<file path="config.mk">
export PLATFORM = sky130hd
export DESIGN_NAME = grouped_integer_to_ascii_flat
export DESIGN_NICKNAME = d
export VERILOG_FILES = /design/src/rtl/gia_pkg.sv /design/src/rtl/gia_chan_if.sv /design/src/rtl/gia_front.sv /design/src/rtl/gia_conv.sv /design/src/rtl/gia_emit.sv /design/src/rtl/grouped_integer_to_ascii.sv /design/src/flat_wrapper.sv
export SDC_FILE = /design/constraint.sdc
export NUM_CORES = 1
export LEC_CHECK = 0
export BUFFER_PORTS_ARGS = -buffer_cell sky130_fd_sc_hd__buf_4
export CORE_AREA = 10 10 215 217
export CTS_CLUSTER_SIZE = 30
export DETAILED_ROUTE_END_ITERATION = 10
export DIE_AREA = 0 0 225 227
export PLACE_DENSITY = 0.49
export SYNTH_ARGS = -nofsm -noshare
export SYNTH_HDL_FRONTEND = slang
export SYNTH_SLANG_ARGS = --single-unit
</file>
<file path="constraint.sdc">
create_clock -name clk -period 10.74 [get_ports clk]
set_input_delay 0.537 -clock clk [delete_from_list [all_inputs] [get_ports clk]]
set_output_delay 0.537 -clock clk [all_outputs]
set_load 0.005 [all_outputs]
</file>
<file path="src/rtl/gia_pkg.sv">
`timescale 1ns / 1ps
`default_nettype none
package gia_pkg;

  localparam int IN_WIDTH   = 32;
  // a 32-bit value has at most ten decimal digits
  localparam int MAX_DIGITS = 10;
  localparam int DIGIT_BITS = 4 * MAX_DIGITS;

  localparam logic [7:0] CH_ZERO  = 8'h30;
  localparam logic [7:0] CH_A     = 8'h61;
  localparam logic [7:0] CH_COMMA = 8'h2c;
  localparam logic [3:0] DIGIT_NINE = 4'd9;
  localparam logic [7:0] DIGIT_TEN  = 8'd10;

  localparam logic [1:0] DEC_GROUP_M1 = 2'd2;
  localparam logic [1:0] HEX_GROUP_M1 = 2'd3;

  typedef logic [3:0] digit_t;
  typedef digit_t [MAX_DIGITS-1:0] digits_t;
  typedef logic [3:0] dcount_t;

  typedef struct packed {
    digits_t digits;
    logic    hex;
  } conv_res_t;

  // n mod 3 for n below twelve
  function automatic logic [1:0] mod3(input dcount_t n);
    dcount_t r;
    r = n;
    if (r >= 4'd6) r = r - 4'd6;
    if (r >= 4'd3) r = r - 4'd3;
    return r[1:0];
  endfunction

  function automatic logic [7:0] digit_char(input digit_t d);
    if (d <= DIGIT_NINE) return CH_ZERO + {4'b0, d};
    else return CH_A + {4'b0, d} - DIGIT_TEN;
  endfunction

endpackage
`default_nettype wire

</file>
<file path="src/rtl/gia_chan_if.sv">
`timescale 1ns / 1ps
`default_nettype none
interface gia_num_if import gia_pkg::*; ();
  logic                valid;
  logic                ready;
  logic [IN_WIDTH-1:0] value;
  logic                hex_mode;
  modport source (output valid, value, hex_mode, input ready);
  modport sink   (input valid, value, hex_mode, output ready);
endinterface

interface gia_chr_if;
  logic       valid;
  logic       ready;
  logic [7:0] out_char;
  logic       last;
  modport source (output valid, out_char, last, input ready);
  modport sink   (input valid, out_char, last, output ready);
endinterface
`default_nettype wire

</file>
<file path="src/rtl/gia_front.sv">
`timescale 1ns / 1ps
`default_nettype none
module gia_front import gia_pkg::*; #(
  parameter int W_EFF = 32
) (
  input  logic             clk,
  input  logic             rst,
  gia_num_if.sink          num,
  output logic             q_valid,
  input  logic             q_ready,
  output logic [W_EFF-1:0] q_value,
  output logic             q_hex
);

  logic [W_EFF-1:0] value_mem [2];
  logic             hex_mem [2];
  logic             wr_ptr;
  logic             rd_ptr;
  logic [1:0]       count;
  logic             push;
  logic             pop;

  assign num.ready = (count != 2'd2);
  assign push      = num.valid && num.ready;
  assign q_valid   = (count != 2'd0);
  assign pop       = q_valid && q_ready;
  assign q_value   = value_mem[rd_ptr];
  assign q_hex     = hex_mem[rd_ptr];

  always_ff @(posedge clk) begin
    if (rst) begin
      wr_ptr <= 1'b0;
      rd_ptr <= 1'b0;
      count  <= 2'd0;
    end else begin
      if (push) wr_ptr <= !wr_ptr;
      if (pop) rd_ptr <= !rd_ptr;
      count <= count + {1'b0, push} - {1'b0, pop};
    end
  end

  // only the low bits of the request take part
  always_ff @(posedge clk) begin
    if (push) begin
      value_mem[wr_ptr] <= num.value[W_EFF-1:0];
      hex_mem[wr_ptr]   <= num.hex_mode;
    end
  end

endmodule
`default_nettype wire

</file>
<file path="src/rtl/gia_conv.sv">
`timescale 1ns / 1ps
`default_nettype none
module gia_conv import gia_pkg::*; #(
  parameter int W_EFF = 32
) (
  input  logic             clk,
  input  logic             rst,
  input  logic             q_valid,
  output logic             q_ready,
  input  logic [W_EFF-1:0] q_value,
  input  logic             q_hex,
  output logic             res_valid,
  input  logic             res_ready,
  output conv_res_t        res
);

  localparam int NSTEP  = (W_EFF + 3) / 4;
  localparam int PAD    = NSTEP * 4;
  localparam int STEP_W = $clog2(NSTEP);

  logic                  busy;
  logic [PAD-1:0]        val;
  logic [DIGIT_BITS-1:0] bcd;
  logic [STEP_W-1:0]     step;
  logic [PAD-1:0]        val_next;
  logic [DIGIT_BITS-1:0] bcd_next;
  logic                  take;

  assign q_ready = !busy && !res_valid;
  assign take    = q_valid && q_ready;

  // four shift-and-add-3 steps per cycle
  always_comb begin
    bcd_next = bcd;
    val_next = val;
    for (int b = 0; b < 4; b++) begin
      for (int d = 0; d < MAX_DIGITS; d++) begin
        if (bcd_next[4*d +: 4] >= 4'd5) bcd_next[4*d +: 4] = bcd_next[4*d +: 4] + 4'd3;
      end
      bcd_next = {bcd_next[DIGIT_BITS-2:0], val_next[PAD-1]};
      val_next = {val_next[PAD-2:0], 1'b0};
    end
  end

  always_ff @(posedge clk) begin
    if (rst) begin
      busy      <= 1'b0;
      res_valid <= 1'b0;
    end else begin
      if (res_valid && res_ready) res_valid <= 1'b0;
      if (take) begin
        if (q_hex) begin
          res_valid <= 1'b1;
        end else begin
          busy <= 1'b1;
        end
      end else if (busy && step == '0) begin
        busy      <= 1'b0;
        res_valid <= 1'b1;
      end
    end
  end

  always_ff @(posedge clk) begin
    if (take) begin
      val     <= PAD'(q_value);
      bcd     <= '0;
      step    <= STEP_W'(NSTEP - 1);
      res.hex <= q_hex;
      // hex digits are the nibbles themselves
      if (q_hex) res.digits <= digits_t'(DIGIT_BITS'(q_value));
    end else if (busy) begin
      val  <= val_next;
      bcd  <= bcd_next;
      step <= step - 1'b1;
      if (step == '0) res.digits <= digits_t'(bcd_next);
    end
  end

endmodule
`default_nettype wire

</file>
<file path="src/rtl/gia_emit.sv">
`timescale 1ns / 1ps
`default_nettype none
module gia_emit import gia_pkg::*; (
  input  logic      clk,
  input  logic      rst,
  input  logic      res_valid,
  output logic      res_ready,
  input  conv_res_t res,
  gia_chr_if.source chars
);

  logic       active;
  digits_t    digits;
  dcount_t    dleft;
  logic [1:0] gcnt;
  logic       comma_pend;
  logic       hex;
  dcount_t    nd;
  dcount_t    idx;
  logic       fire;
  logic       finish;
  logic       load;

  function automatic logic [1:0] idx_mask(input dcount_t n);
    dcount_t m;
    m = n - 4'd1;
    return m[1:0];
  endfunction

  assign idx            = dleft - 4'd1;
  assign chars.valid    = active;
  assign chars.out_char = comma_pend ? CH_COMMA : digit_char(digits[idx]);
  assign chars.last     = !comma_pend && (dleft == 4'd1);
  assign fire           = chars.valid && chars.ready;
  assign finish         = fire && chars.last;
  assign res_ready      = !active || finish;
  assign load           = res_valid && res_ready;

  // count of significant digits, at least one
  always_comb begin
    nd = 4'd1;
    for (int d = 1; d < MAX_DIGITS; d++) begin
      if (res.digits[d] != 4'd0) nd = dcount_t'(d + 1);
    end
  end

  always_ff @(posedge clk) begin
    if (rst) begin
      active     <= 1'b0;
      comma_pend <= 1'b0;
    end else begin
      // a load while active only follows the last digit, so it replaces that fire
      if (load) begin
        active     <= 1'b1;
        comma_pend <= 1'b0;
        digits     <= res.digits;
        dleft      <= nd;
        hex        <= res.hex;
        gcnt       <= res.hex ? idx_mask(nd) : mod3(nd - 4'd1);
      end else if (fire) begin
        if (comma_pend) begin
          comma_pend <= 1'b0;
        end else if (dleft == 4'd1) begin
          active <= 1'b0;
        end else begin
          dleft <= dleft - 4'd1;
          // gcnt holds the digits after this one, mod the group size
          if (gcnt == 2'd0) begin
            comma_pend <= 1'b1;
            gcnt       <= hex ? HEX_GROUP_M1 : DEC_GROUP_M1;
          end else begin
            gcnt <= gcnt - 2'd1;
          end
        end
      end
    end
  end

endmodule
`default_nettype wire

</file>
<file path="src/rtl/grouped_integer_to_ascii.sv">
`timescale 1ns / 1ps
`default_nettype none
// channel  dir  handshake      payload
// num      in   valid/ready    value[31:0], hex_mode
// chars    out  valid/ready    out_char[7:0], last
//
// one character leaves per cycle while chars.ready is high and a number is
// being emitted; a number has at most 13 characters, commas included.
// the emitter can load the next number as the last character of the previous
// one leaves; decimal numbers first run through the shift-and-add-3 steps, hex
// ones skip them; a short number can leave idle cycles before the next one.
// a two-entry queue at the input takes requests while the back end stalls.
// rst is synchronous; everything is idle and empty the cycle after it.
module grouped_integer_to_ascii import gia_pkg::*; #(
  parameter int VALUE_WIDTH = 32
) (
  input  logic      clk,
  input  logic      rst,
  gia_num_if.sink   num,
  gia_chr_if.source chars
);

  localparam int W_EFF = (VALUE_WIDTH < IN_WIDTH) ? VALUE_WIDTH : IN_WIDTH;

  logic             q_valid;
  logic             q_ready;
  logic [W_EFF-1:0] q_value;
  logic             q_hex;
  logic             res_valid;
  logic             res_ready;
  conv_res_t        res;

  gia_front #(.W_EFF(W_EFF)) u_front (
    .clk     (clk),
    .rst     (rst),
    .num     (num),
    .q_valid (q_valid),
    .q_ready (q_ready),
    .q_value (q_value),
    .q_hex   (q_hex)
  );

  gia_conv #(.W_EFF(W_EFF)) u_conv (
    .clk       (clk),
    .rst       (rst),
    .q_valid   (q_valid),
    .q_ready   (q_ready),
    .q_value   (q_value),
    .q_hex     (q_hex),
    .res_valid (res_valid),
    .res_ready (res_ready),
    .res       (res)
  );

  gia_emit u_emit (
    .clk       (clk),
    .rst       (rst),
    .res_valid (res_valid),
    .res_ready (res_ready),
    .res       (res),
    .chars     (chars)
  );

endmodule
`default_nettype wire

</file>
<file path="src/flat_wrapper.sv">
// flat-port wrapper written by rule: the top's interface ports become plain ports
module grouped_integer_to_ascii_flat import gia_pkg::*;
#(
  parameter int VALUE_WIDTH = 32
)
  (clk, rst, num_valid, num_value, num_hex_mode, num_ready, chars_valid, chars_out_char, chars_last, chars_ready);
  gia_num_if num_i ();
  gia_chr_if chars_i ();
  input  logic clk;
  input  logic rst;
  input wire logic [$bits(num_i.valid)-1:0] num_valid;
  input wire logic [$bits(num_i.value)-1:0] num_value;
  input wire logic [$bits(num_i.hex_mode)-1:0] num_hex_mode;
  output wire logic [$bits(num_i.ready)-1:0] num_ready;
  output wire logic [$bits(chars_i.valid)-1:0] chars_valid;
  output wire logic [$bits(chars_i.out_char)-1:0] chars_out_char;
  output wire logic [$bits(chars_i.last)-1:0] chars_last;
  input wire logic [$bits(chars_i.ready)-1:0] chars_ready;
  assign num_i.valid = num_valid;
  assign num_i.value = num_value;
  assign num_i.hex_mode = num_hex_mode;
  assign num_ready = num_i.ready;
  assign chars_valid = chars_i.valid;
  assign chars_out_char = chars_i.out_char;
  assign chars_last = chars_i.last;
  assign chars_i.ready = chars_ready;
  grouped_integer_to_ascii #(.VALUE_WIDTH(VALUE_WIDTH)) u_core (.clk(clk), .rst(rst), .num(num_i), .chars(chars_i));
endmodule
</file>
==> results.cfg <==
[setup_path]
cp.required_ps = 11140
endpoint_kind = flip-flop
critPathKind = flip-flop to flip-flop
crit_fanout = 7
crit_path_start_kind = flip-flop
crit_arrival_ps = 5900

[yosys]
netlist_top_cells_area = edfxtp_1, ha_1, dfxtp_1, nand2_1, nor2_1
ys_seq_elements = 238
ys_warn_count = 0
yosys.cell_types.count = 93
synth_flop_cell = edfxtp_1
ys_top_cells_by_count = edfxtp_1, nand2_1, nor2_1
yosysTopAreaCellShare = 0.387
synth_edf_count = 186
syn_nets = 1517
async_flop_share = 0
syn_area_sq_mm = 0.0144
avgSynthCellArea_sq_um = 10.4
yosysTopAreaCell = edfxtp_1
ys_seq_area_frac = 0.459
synth_cells = 1388
synth.most_common_cell = edfxtp_1

[finish]
syn_to_final_growth_pct = 13.1
fin_util = 0.391
nets = 1562
drive_above_1_share = 0.139
antenna_cells = 0

[grt]
grt_pass1_wl_mm = 55.5
grt_pass1_vias = 10100
antenna_found_initial = 0
grt.overflow.total = 0
grt_max_degree = 69
track_usage = 0.135

[die]
initial_core_util = 0.346
die_y_um = 227
io_pins = 48
rows = 75
core_area_sq_mm = 0.0418
die_area_sq_mm = 0.0511
die_x_um = 225

[clock_network]
clkSlewWorstSetupHoldPaths_ps = 60
post_cts_buffers = 0
cts_sinks = 238
cts_made_buffers = 29
cts_buffer_depth = 3
clock_latency_ps = 560
cts_root_buffer = clkbuf_16
postCtsResizedCells = 0
h-tree-depth = 1
cts_tree = yes
hold_buffers = 0

[detailed_routing]
drtIter0Drc = 661
avgViaCountPerCell = 5.18
vias = 10300
drt_wl_total_mm = 34.8
drtPass1Iterations = 5
wire_per_inst_um = 17.4
drc = 0
drtAntennaViolNets = 0

[place]
gp_congestion = 0.796
port_buffers = 46
hpwlAfterDp_mm = 25.3
post-place-ws_ps = 5360

[timing]
fin_crit_sh = 0.512
fin_ws_ps = 5240
slew_violations = 0
max_freq_mhz = 182
hold_viol = 0
rsz0062_at_grt = no
fin_skew_ps = 19.7
setup_violations = 0
finalCriticalPeriod_ps = 5500
max_slew_margin = 0.236
tightest_slew_ps = 1140
finalSetupTns_ps = 0

[status]
status = finished clean

[min_path]
hold_class = input port to flip-flop

[run]
drv_cap = 0
-- worst max-delay path: stages, from the launching register on --
cell and delay (ps):
dfxtp_1 390, inv_1 100, ha_1 250, nor2b_1 170, o31ai_1 380, nor2_1 120
inv_1 100, ha_1 220, nor2b_1 250, o31ai_2 120, xnor2_1 230, inv_1 110
ha_1 200, nand2b_1 190, and2_1 180, o32a_1 270, nor2_1 170, nor2_1 110
xnor2_1 480, ha_1 230, nand2b_1 160, nor4b_1 210, nand3b_1 190, mux2_2 360
a21oi_1 150
-- area by class of cell --
cell class,count,area (sq um)
clock buffer,36,752
clock inverter,16,184
fill,4042,25400
inverter,100,375
multi-input combinational,1008,7300
sequential,238,6630
tap,539,674
timing repair buffer,56,420
-- cell families (layout without fill, tap and decap cells) --
group,count (synthesis),count (layout),synth area share
AOI/OAI and AO/OA,355,355,0.172
and+or+nand+nor,434,434,0.154
buffers and inverters,142,208,0.0380
other,1,1,0.000260
adders and majority gates,92,92,0.0797
DFF,238,238,0.459
xor gates and xnor gates,41,41,0.0264
muxes,85,85,0.0715
-- layout by cell type, fill, tap and decap left out, types with 31 or more instances in the layout --
cell type,n
dfxtp_1,51
ha_1,92
mux2i_1,36
inv_1,92
nor2b_1,35
buf_4,56
nand2b_1,35
nand2_1,113
nor2_1,107
xnor2_1,31
a21oi_1,62
o21ai_0,59
edfxtp_1,186
mux2_2,34
-- final timing paths --
check,startpoint,slack [ps],depth (start not counted),endpoint
max,u_core.u_conv.bcd[4]$_SDFFE_PP0P_,5240,24,u_core.u_conv.res[7]$_DFFE_PP_
min,num_value[25],160,1,u_core.u_front.value_mem[0][25]$_DFFE_PP_
max reg2reg,u_core.u_conv.bcd[4]$_SDFFE_PP0P_,5240,24,u_core.u_conv.res[7]$_DFFE_PP_
min reg2reg,u_core.u_conv.res[2]$_DFFE_PP_,430,0,u_core.u_emit.digits[1]$_DFFE_PP_
-- registers in the layout, summed over array words and instances, names as in the netlist, named ones only --
register and flops:
u_core.u_front.rd_ptr 1, u_core.u_emit.dleft 4, u_core.u_front.hex_mem 2, u_core.u_conv.res 41, u_core.u_emit.hex 1, u_core.u_emit.gcnt 2, u_core.u_conv.step 3, u_core.u_front.wr_ptr 1
u_core.u_emit.chars.valid 1, u_core.u_conv.val 32, u_core.u_front.count 2, u_core.u_conv.busy 1, u_core.u_conv.bcd 40, u_core.u_emit.digits 40, u_core.u_conv.res_valid 1, u_core.u_emit.comma_pend 1
u_core.u_front.value_mem 64
-- through the flow --
stage | hold WS, ps | instances | instance area, sq um
2_1_floorplan | 400 | 1388 | 14400
3_3_place_gp | 406 | 1941 | 15400
3_5_place_dp | 408 | 1941 | 15400
4_1_cts | 125 | 1993 | 16300
5_1_grt | 139 | 1993 | 16300
6_report | 157 | 1993 | 16300
-- routing by layer --
metal	wire length, um	vias up	global-route usage	share of wire
li1	-	5217	-	-
met1	17000	4897	0.187	0.49
met2	15600	158	0.213	0.45
met3	1310	43	0.0224	0.038
met4	879	0	0.0373	0.025
met5	0	-	0	0
Power is left out: the tool's default activity adds up to more than one toggle a clock period on the data nets, which glitch-free logic cannot reach.
